File: config.mk
export PLATFORM = sky130hd
export DESIGN_NAME = match_delete_stack_top
export DESIGN_NICKNAME = d
export VERILOG_FILES = /design/src/rtl/mds_pkg.sv /design/src/rtl/mds_cell.sv /design/src/rtl/match_delete_stack_top.sv
export SDC_FILE = /design/constraint.sdc
export NUM_CORES = 1
export LEC_CHECK = 0
export BUFFER_PORTS_ARGS = -buffer_cell sky130_fd_sc_hd__buf_2
export CORE_ASPECT_RATIO = 0.6
export CORE_MARGIN = 5
export CORE_UTILIZATION = 30
export CTS_CLUSTER_SIZE = 20
export DETAILED_ROUTE_END_ITERATION = 12
export SYNTH_ARGS = -nofsm -noshare
export SYNTH_HDL_FRONTEND = slang
export SYNTH_HIERARCHICAL = 1
export SYNTH_SLANG_ARGS = --single-unit
File: constraint.sdc
create_clock -name clk -period 11.7 [get_ports clk]
set_input_delay 2.34 -clock clk [delete_from_list [all_inputs] [get_ports clk]]
set_output_delay 2.34 -clock clk [all_outputs]
set_load 0.02 [all_outputs]
File: src/rtl/mds_pkg.sv
package mds_pkg;

	// Fixed widths of the request and result fields.
	localparam int VALUE_W  = 16;
	localparam int COUNT_W  = 5;
	localparam int OP_W     = 2;
	localparam int STATUS_W = 2;

	// Request operation codes.
	typedef enum logic [OP_W-1:0] {
		OP_PUSH   = 2'd0,
		OP_POP    = 2'd1,
		OP_COUNT  = 2'd2,
		OP_DELETE = 2'd3
	} op_t;

	// Result status codes.
	typedef enum logic [STATUS_W-1:0] {
		ST_OK        = 2'd0,
		ST_UNDERFLOW = 2'd1,
		ST_FULL      = 2'd2
	} status_t;

	// Command broadcast to every cell of the row.
	typedef enum logic [2:0] {
		CELL_HOLD = 3'd0,
		CELL_PUSH = 3'd1,
		CELL_POP  = 3'd2,
		CELL_MARK = 3'd3,
		CELL_TAKE = 3'd4
	} cell_op_t;

	typedef struct packed {
		cell_op_t op;
		logic     remove;
	} cell_ctl_t;

endpackage

File: src/rtl/mds_cell.sv
module mds_cell #(
	parameter int ITEM_BITS = 16,
	parameter int LVL_W     = 5,
	parameter int IDX       = 0
) (
	input  logic                 clk,
	input  mds_pkg::cell_ctl_t   ctl,
	input  logic [ITEM_BITS-1:0] target,
	input  logic [LVL_W-1:0]     fill,
	input  logic [ITEM_BITS-1:0] prev_data,
	input  logic [ITEM_BITS-1:0] next_data,
	input  logic                 next_hit,
	input  logic                 seen_in,
	output logic                 seen_out,
	output logic [ITEM_BITS-1:0] data,
	output logic                 hit
);

	logic [ITEM_BITS-1:0] data_q;
	logic                 hit_q;
	logic                 in_range;
	logic                 first_hit;

	// The cell only holds a live entry when it lies below the fill level.
	assign in_range  = LVL_W'(IDX) < fill;
	assign first_hit = hit_q && !seen_in;
	assign seen_out  = seen_in || hit_q;
	assign data      = data_q;
	assign hit       = hit_q;

	// Entry storage: shifts with its neighbors, and marks or drops matches.
	always_ff @(posedge clk) begin
		unique case (ctl.op)
			mds_pkg::CELL_PUSH: begin
				data_q <= prev_data;
			end
			mds_pkg::CELL_POP: begin
				data_q <= next_data;
			end
			mds_pkg::CELL_MARK: begin
				hit_q <= in_range && (data_q == target);
			end
			mds_pkg::CELL_TAKE: begin
				// Delete closes the gap from the first mark; count clears it.
				if (ctl.remove && (seen_in || hit_q)) begin
					data_q <= next_data;
					hit_q  <= next_hit;
				end else if (first_hit) begin
					hit_q <= 1'b0;
				end
			end
			default: begin
			end
		endcase
	end

endmodule

File: src/rtl/match_delete_stack_top.sv
// Channel   Direction  Handshake               Payload
// request   in         in_valid / in_ready     op, value
// result    out        out_valid / out_ready   front_item, match_count, entry_count,
//                                              is_empty, status
//
// One request is worked at a time. Push and pop pass from the execute state to
// the done state; count and delete pass through a scan state in between, in
// which the cell row retires one marked match per cycle until none is left.
// Reset clears the fill level, the sequencer and the result valid flag; the cell
// contents are not reset. A result held by a stalled consumer lets the next
// request be accepted, but that request's result waits until the slot frees.
module match_delete_stack_top #(
	parameter int DEPTH     = 16,
	parameter int ITEM_BITS = 16
) (
	input  logic                          clk,
	input  logic                          arst_n,
	input  logic                          in_valid,
	output logic                          in_ready,
	input  logic [mds_pkg::OP_W-1:0]      op,
	input  logic [mds_pkg::VALUE_W-1:0]   value,
	output logic                          out_valid,
	input  logic                          out_ready,
	output logic [mds_pkg::VALUE_W-1:0]   front_item,
	output logic [mds_pkg::COUNT_W-1:0]   match_count,
	output logic [mds_pkg::COUNT_W-1:0]   entry_count,
	output logic                          is_empty,
	output logic [mds_pkg::STATUS_W-1:0]  status
);

	localparam int LVL_W = $clog2(DEPTH + 1);

	typedef enum logic [3:0] {
		S_IDLE = 4'b0001,
		S_EXEC = 4'b0010,
		S_SCAN = 4'b0100,
		S_DONE = 4'b1000
	} state_t;

	state_t               state_q;
	mds_pkg::op_t         op_q;
	logic [ITEM_BITS-1:0] val_q;
	logic [LVL_W-1:0]     fill_q;
	logic [LVL_W-1:0]     cnt_q;
	mds_pkg::status_t     status_q;

	logic                          out_valid_q;
	logic [mds_pkg::VALUE_W-1:0]   front_q;
	logic [mds_pkg::COUNT_W-1:0]   match_q;
	logic [mds_pkg::COUNT_W-1:0]   entries_q;
	logic                          empty_q;
	logic [mds_pkg::STATUS_W-1:0]  status_out_q;

	mds_pkg::cell_ctl_t   ctl;
	logic [ITEM_BITS-1:0] cell_data [DEPTH];
	logic                 cell_hit  [DEPTH];
	logic                 seen      [DEPTH+1];
	logic                 full;
	logic                 empty;
	logic                 out_load;

	assign full     = fill_q == LVL_W'(DEPTH);
	assign empty    = fill_q == '0;
	assign in_ready = state_q == S_IDLE;
	assign out_load = (state_q == S_DONE) && (!out_valid_q || out_ready);
	assign seen[0]  = 1'b0;

	// Row of entry cells, front entry in cell 0.
	for (genvar i = 0; i < DEPTH; i++) begin : g_cell
		logic [ITEM_BITS-1:0] prev_d;
		logic [ITEM_BITS-1:0] next_d;
		logic                 next_h;

		if (i == 0) begin : g_first
			assign prev_d = val_q;
		end else begin : g_mid
			assign prev_d = cell_data[i-1];
		end

		if (i == DEPTH - 1) begin : g_last
			assign next_d = cell_data[i];
			assign next_h = 1'b0;
		end else begin : g_inner
			assign next_d = cell_data[i+1];
			assign next_h = cell_hit[i+1];
		end

		mds_cell #(
			.ITEM_BITS(ITEM_BITS),
			.LVL_W    (LVL_W),
			.IDX      (i)
		) u_cell (
			.clk      (clk),
			.ctl      (ctl),
			.target   (val_q),
			.fill     (fill_q),
			.prev_data(prev_d),
			.next_data(next_d),
			.next_hit (next_h),
			.seen_in  (seen[i]),
			.seen_out (seen[i+1]),
			.data     (cell_data[i]),
			.hit      (cell_hit[i])
		);
	end

	// Command to the cell row for the current step.
	always_comb begin
		ctl.op     = mds_pkg::CELL_HOLD;
		ctl.remove = op_q == mds_pkg::OP_DELETE;
		unique case (state_q)
			S_EXEC: begin
				case (op_q)
					mds_pkg::OP_PUSH: if (!full) ctl.op = mds_pkg::CELL_PUSH;
					mds_pkg::OP_POP:  if (!empty) ctl.op = mds_pkg::CELL_POP;
					default:          ctl.op = mds_pkg::CELL_MARK;
				endcase
			end
			S_SCAN: begin
				ctl.op = mds_pkg::CELL_TAKE;
			end
			default: begin
			end
		endcase
	end

	// Sequencer, fill level and match counter.
	always_ff @(posedge clk or negedge arst_n) begin
		if (!arst_n) begin
			state_q  <= S_IDLE;
			fill_q   <= '0;
			cnt_q    <= '0;
			op_q     <= mds_pkg::OP_PUSH;
			status_q <= mds_pkg::ST_OK;
		end else begin
			unique case (state_q)
				S_IDLE: begin
					if (in_valid) begin
						op_q     <= mds_pkg::op_t'(op);
						cnt_q    <= '0;
						status_q <= mds_pkg::ST_OK;
						state_q  <= S_EXEC;
					end
				end
				S_EXEC: begin
					case (op_q)
						mds_pkg::OP_PUSH: begin
							if (full) status_q <= mds_pkg::ST_FULL;
							else fill_q <= fill_q + LVL_W'(1);
							state_q <= S_DONE;
						end
						mds_pkg::OP_POP: begin
							if (empty) status_q <= mds_pkg::ST_UNDERFLOW;
							else fill_q <= fill_q - LVL_W'(1);
							state_q <= S_DONE;
						end
						default: begin
							state_q <= S_SCAN;
						end
					endcase
				end
				S_SCAN: begin
					// One marked match retires per cycle until none is left.
					if (seen[DEPTH]) begin
						cnt_q <= cnt_q + LVL_W'(1);
						if (op_q == mds_pkg::OP_DELETE) fill_q <= fill_q - LVL_W'(1);
					end else begin
						state_q <= S_DONE;
					end
				end
				S_DONE: begin
					if (out_load) state_q <= S_IDLE;
				end
				default: begin
					state_q <= S_IDLE;
				end
			endcase
		end
	end

	// The request value needs no reset.
	always_ff @(posedge clk) begin
		if (in_valid && in_ready) val_q <= ITEM_BITS'(value);
	end

	// Result valid flag.
	always_ff @(posedge clk or negedge arst_n) begin
		if (!arst_n) begin
			out_valid_q <= 1'b0;
		end else if (out_load) begin
			out_valid_q <= 1'b1;
		end else if (out_ready) begin
			out_valid_q <= 1'b0;
		end
	end

	// Result payload register.
	always_ff @(posedge clk) begin
		if (out_load) begin
			front_q      <= empty ? '0 : mds_pkg::VALUE_W'(cell_data[0]);
			match_q      <= mds_pkg::COUNT_W'(cnt_q);
			entries_q    <= mds_pkg::COUNT_W'(fill_q);
			empty_q      <= empty;
			status_out_q <= status_q;
		end
	end

	assign out_valid   = out_valid_q;
	assign front_item  = front_q;
	assign match_count = match_q;
	assign entry_count = entries_q;
	assign is_empty    = empty_q;
	assign status      = status_out_q;

	// The fill level never passes the row length.
	a_fill_bound: assert property (@(posedge clk) disable iff (!arst_n)
		fill_q <= LVL_W'(DEPTH))
		else $error("fill level beyond depth");

	// A scan never retires more matches than there are cells.
	a_count_bound: assert property (@(posedge clk) disable iff (!arst_n)
		state_q == S_SCAN |-> cnt_q <= LVL_W'(DEPTH))
		else $error("match count beyond depth");

	// An underflow result always reports an empty list.
	a_underflow_empty: assert property (@(posedge clk) disable iff (!arst_n)
		out_load && status_q == mds_pkg::ST_UNDERFLOW |=> is_empty && entry_count == '0)
		else $error("underflow reported on a non-empty list");

	// A dropped push reports a full list.
	a_full_level: assert property (@(posedge clk) disable iff (!arst_n)
		out_load && status_q == mds_pkg::ST_FULL |-> fill_q == LVL_W'(DEPTH))
		else $error("full status without a full list");

endmodule
==> qor.yml <==
routing:
  routed_wl_mm: 55.61
  drtPass1Iterations: 6
  wl_per_cell_um: 24.41
  drt_iter0_markers: 1562
  ant_nets: 0
  remaining_drc_errors: 0
  via_per_inst: 5.199
  vias: 11840
floorplanning:
  rows: 71
  dieHeight_um: 204.8
  die_x_um: 334.7
  io_pins: 53
  start_util_pct: 30.31
  die_area_sq_um: 68570
  core_sq_um: 62630
finish:
  final_common_cell: "edfxtp_1"
  fillers: 6092
  multiInputGateArea_sq_um: 8633
  layout.nets: 1439
  layout-drive-gt1-share_pct: 31.69
  area_delta_synth_final_pct: 12.58
  num_antenna_cells: 0
  layout_common_cells: "edfxtp_1, xor2_1, mux2_4"
  final_core_util_pct: 34.12
  regArea_sq_um: 9996
sta:
  rsz0062_at_grt: "no"
  period_share_pct: 55.51
  worst_slew_pin_slew_ns: 1.200
  finalSetupTns_ns: 0
  fmax_mhz: 154.0
  max_slew_margin_pct: 19.70
  slew_violations: 0
  setup_viol: 0
  fin_skew_ns: 0.02237
  fin_ws_ns: 5.205
  hold_viol_final: 0
  finalCriticalPeriod_ns: 6.495
clocking:
  clk_pin_slew_ns: 0.06
  cts_buffer_depth: 3
  worstSkewPairLatency_ns: 0.53
  cts_sinks: 336
  post_cts_buffers: 0
  cts_buffers: 34
  cts-root-buf: "clkbuf_16"
  cts_tree: "yes"
  htree_levels: 2
  cts-resized-gates: 0
  ctsHoldBuffers: 0
power_and_ir_drop:
  powerDensity_nw_per_um2: 209.7
  p_total_mw: 4.481
  static-leakage-power_nw: 7.290
  ir_drop_uv: 143.6
synthesis:
  synthCells: 1315
  ys_warn_count: 6
  synth_top_area_cell: "edfxtp_1"
  synth.avg_cell_area_sq_um: 14.43
  synth-edff-count: 317
  synthTopCellsByArea: "edfxtp_1, mux2_4, xor2_1"
  asyncSetResetFlopFracSynth_pct: 5.655
  syn_area_sq_um: 18980
  ys_types: 73
  ys.flop_type: "edfxtp_1"
  synth_seq_cells: 336
  seq_area_frac_synth_pct: 52.66
  synth_top_cell_area_share_pct: 50.15
grt:
  grt_pass1_wl_mm: 79.68
  grt_max_degree: 79
  grt_overflow: 0
  antenna_found_initial: 1
  track_usage_pct: 15.67
  grt_pass1_vias: 11100
critical_path:
  cpMaxStageDelayCell: "or2_2"
  max_stage_delay_ns: 0.39
  crit_arrival_ns: 6.76
  path_max_fanout: 16
  critPathLaunchType: "flop"
  crit_top_cell: "or2_2"
  worstPathCellList: "or2_2 -> or2_2 -> or2_2 -> or2_2 -> or2_2 -> or2_2 -> or2_2 -> or2_2 -> or2_2 -> or2_2 -> or2_2 -> or2_2 -> or2_2 -> or2_2 -> or2_2 -> or2_2 -> and2_1 -> a21oi_1 -> o22ai_1 -> buf_4"
  crit_type: "reg -> reg"
  required_ns: 11.96
  worstSetupEndpointType: "flop"
placed_design:
  dp_hpwl_mm: 38.81
  routabilityCongestion: 0.8322
  place_ws_ns: 5.261
  io_buffers: 52
status:
  status: "finished clean"
run:
  drv_cap: 0
min_path:
  hp-class: "reg -> reg"
==> report_power, final <==
| group | leakage, nW | switching [mW] | internal (mW) | total (mW) |
|---|---|---|---|---|
| logic | 3.62 | 0.732 | 0.605 | 1.34 |
| clock network | 0.563 | 0.486 | 0.664 | 1.15 |
| registers | 3.11 | 0.328 | 1.67 | 1.99 |
| total | 7.29 | 1.55 | 2.94 | 4.48 |
==> per-layer routing <==
metal,GRT usage [%],share of wire [%]
met5,0,0
met4,2.082,1.0
met3,5.882,14
met2,17.50,33
met1,27.07,52
==> final cells by class <==
type | count | share of cell area [%]
clock buffer | 42 | 4.421
clock inverter | 19 | 0.9017
inverter | 10 | 0.2108
multi-input combinational | 947 | 40.40
timing repair buffer | 85 | 2.377
sequential | 336 | 46.78
tap | 839 | 4.912
==> worst paths after layout <==
path,start,to,slack [ns],depth (start not counted)
max reg2reg,g_cell[0].u_cell/hit$_DFFE_PP_,g_cell[15].u_cell/data[13]$_DFFE_PP_,5.20,20
max in group asynchronous,arst_n,state_q[0]$_DFFE_PN1P_,9.58,1
max,g_cell[0].u_cell/hit$_DFFE_PP_,g_cell[15].u_cell/data[13]$_DFFE_PP_,5.20,20
min,status_q[1]$_DFFE_PN0P_,status[1]$_DFFE_PP_,0.47,0
min in group asynchronous,arst_n,cnt_q[4]$_DFFE_PN0P_,1.77,1
min reg2reg,status_q[1]$_DFFE_PN0P_,status[1]$_DFFE_PP_,0.47,0
==> synthesized netlist by cell type (4+ instances only) <==
cell and instances:
a21oi_1 11, and2_1 4, buf_12 14, buf_6 4
dfrtp_1 18, edfxtp_1 317, inv_1 9, mux2_2 113
mux2_4 150, mux2i_1 11, nand2_1 39, nand2b_1 4
nand3_1 25, nand4_1 16, nor2_1 32, nor2_4 14
nor2b_1 21, nor3_1 12, nor3b_1 6, nor4_1 50
o2111ai_1 5, o21a_1 5, o21ai_0 34, o22ai_1 22
o2bb2ai_1 7, or2_2 17, or3_1 4, or3b_2 4
xnor2_1 67, xor2_1 219
==> cells by family (layout without fill, tap and decap cells) <==
| kind of cell | Yosys count | in the layout | share of synthesized area, % |
|---|---|---|---|
| buffers and inverters | 34 | 156 | 2.089 |
| flip-flops | 336 | 336 | 52.66 |
| AND/OR/NAND/NOR | 269 | 269 | 8.496 |
| XOR/XNOR | 287 | 287 | 13.28 |
| adder cells (fa/ha/maj) | 3 | 3 | 0.1978 |
| AO/OA/AOI/OAI | 111 | 111 | 4.107 |
| multiplexers | 274 | 274 | 19.15 |
| other | 1 | 3 | 0.01976 |
==> worst max-delay path, delay by kind of cell (launching register included) <==
family	cells	cell delay, ns
AND/OR/NAND/NOR	17	5.38
flip-flops	1	0.38
buffers and inverters	1	0.25
AO/OA/AOI/OAI	2	0.22
==> flip-flops by register name, summed over array words and instances (netlist names), 2 cells and up <==
register / cells
status_q: 2
op_q: 2
match_count: 5
status: 2
g_cell.u_cell/hit: 16
g_cell.u_cell/data: 256
state_q: 4
entry_count: 5
fill_q: 5
front_item: 16
g_cell.prev_d: 16
cnt_q: 5
==> per-stage QoR <==
stage | hold WS, ns | instances | cell area, sq um
5_1_grt | 0.4872 | 2278 | 21370
3_3_place_gp | 0.4552 | 2217 | 20230
3_5_place_dp | 0.4550 | 2217 | 20230
6_report | 0.4749 | 2278 | 21370
4_1_cts | 0.4690 | 2278 | 21370
2_1_floorplan | 0.4258 | 1317 | 18990
Note: power is estimated with default switching activity, not from simulation.
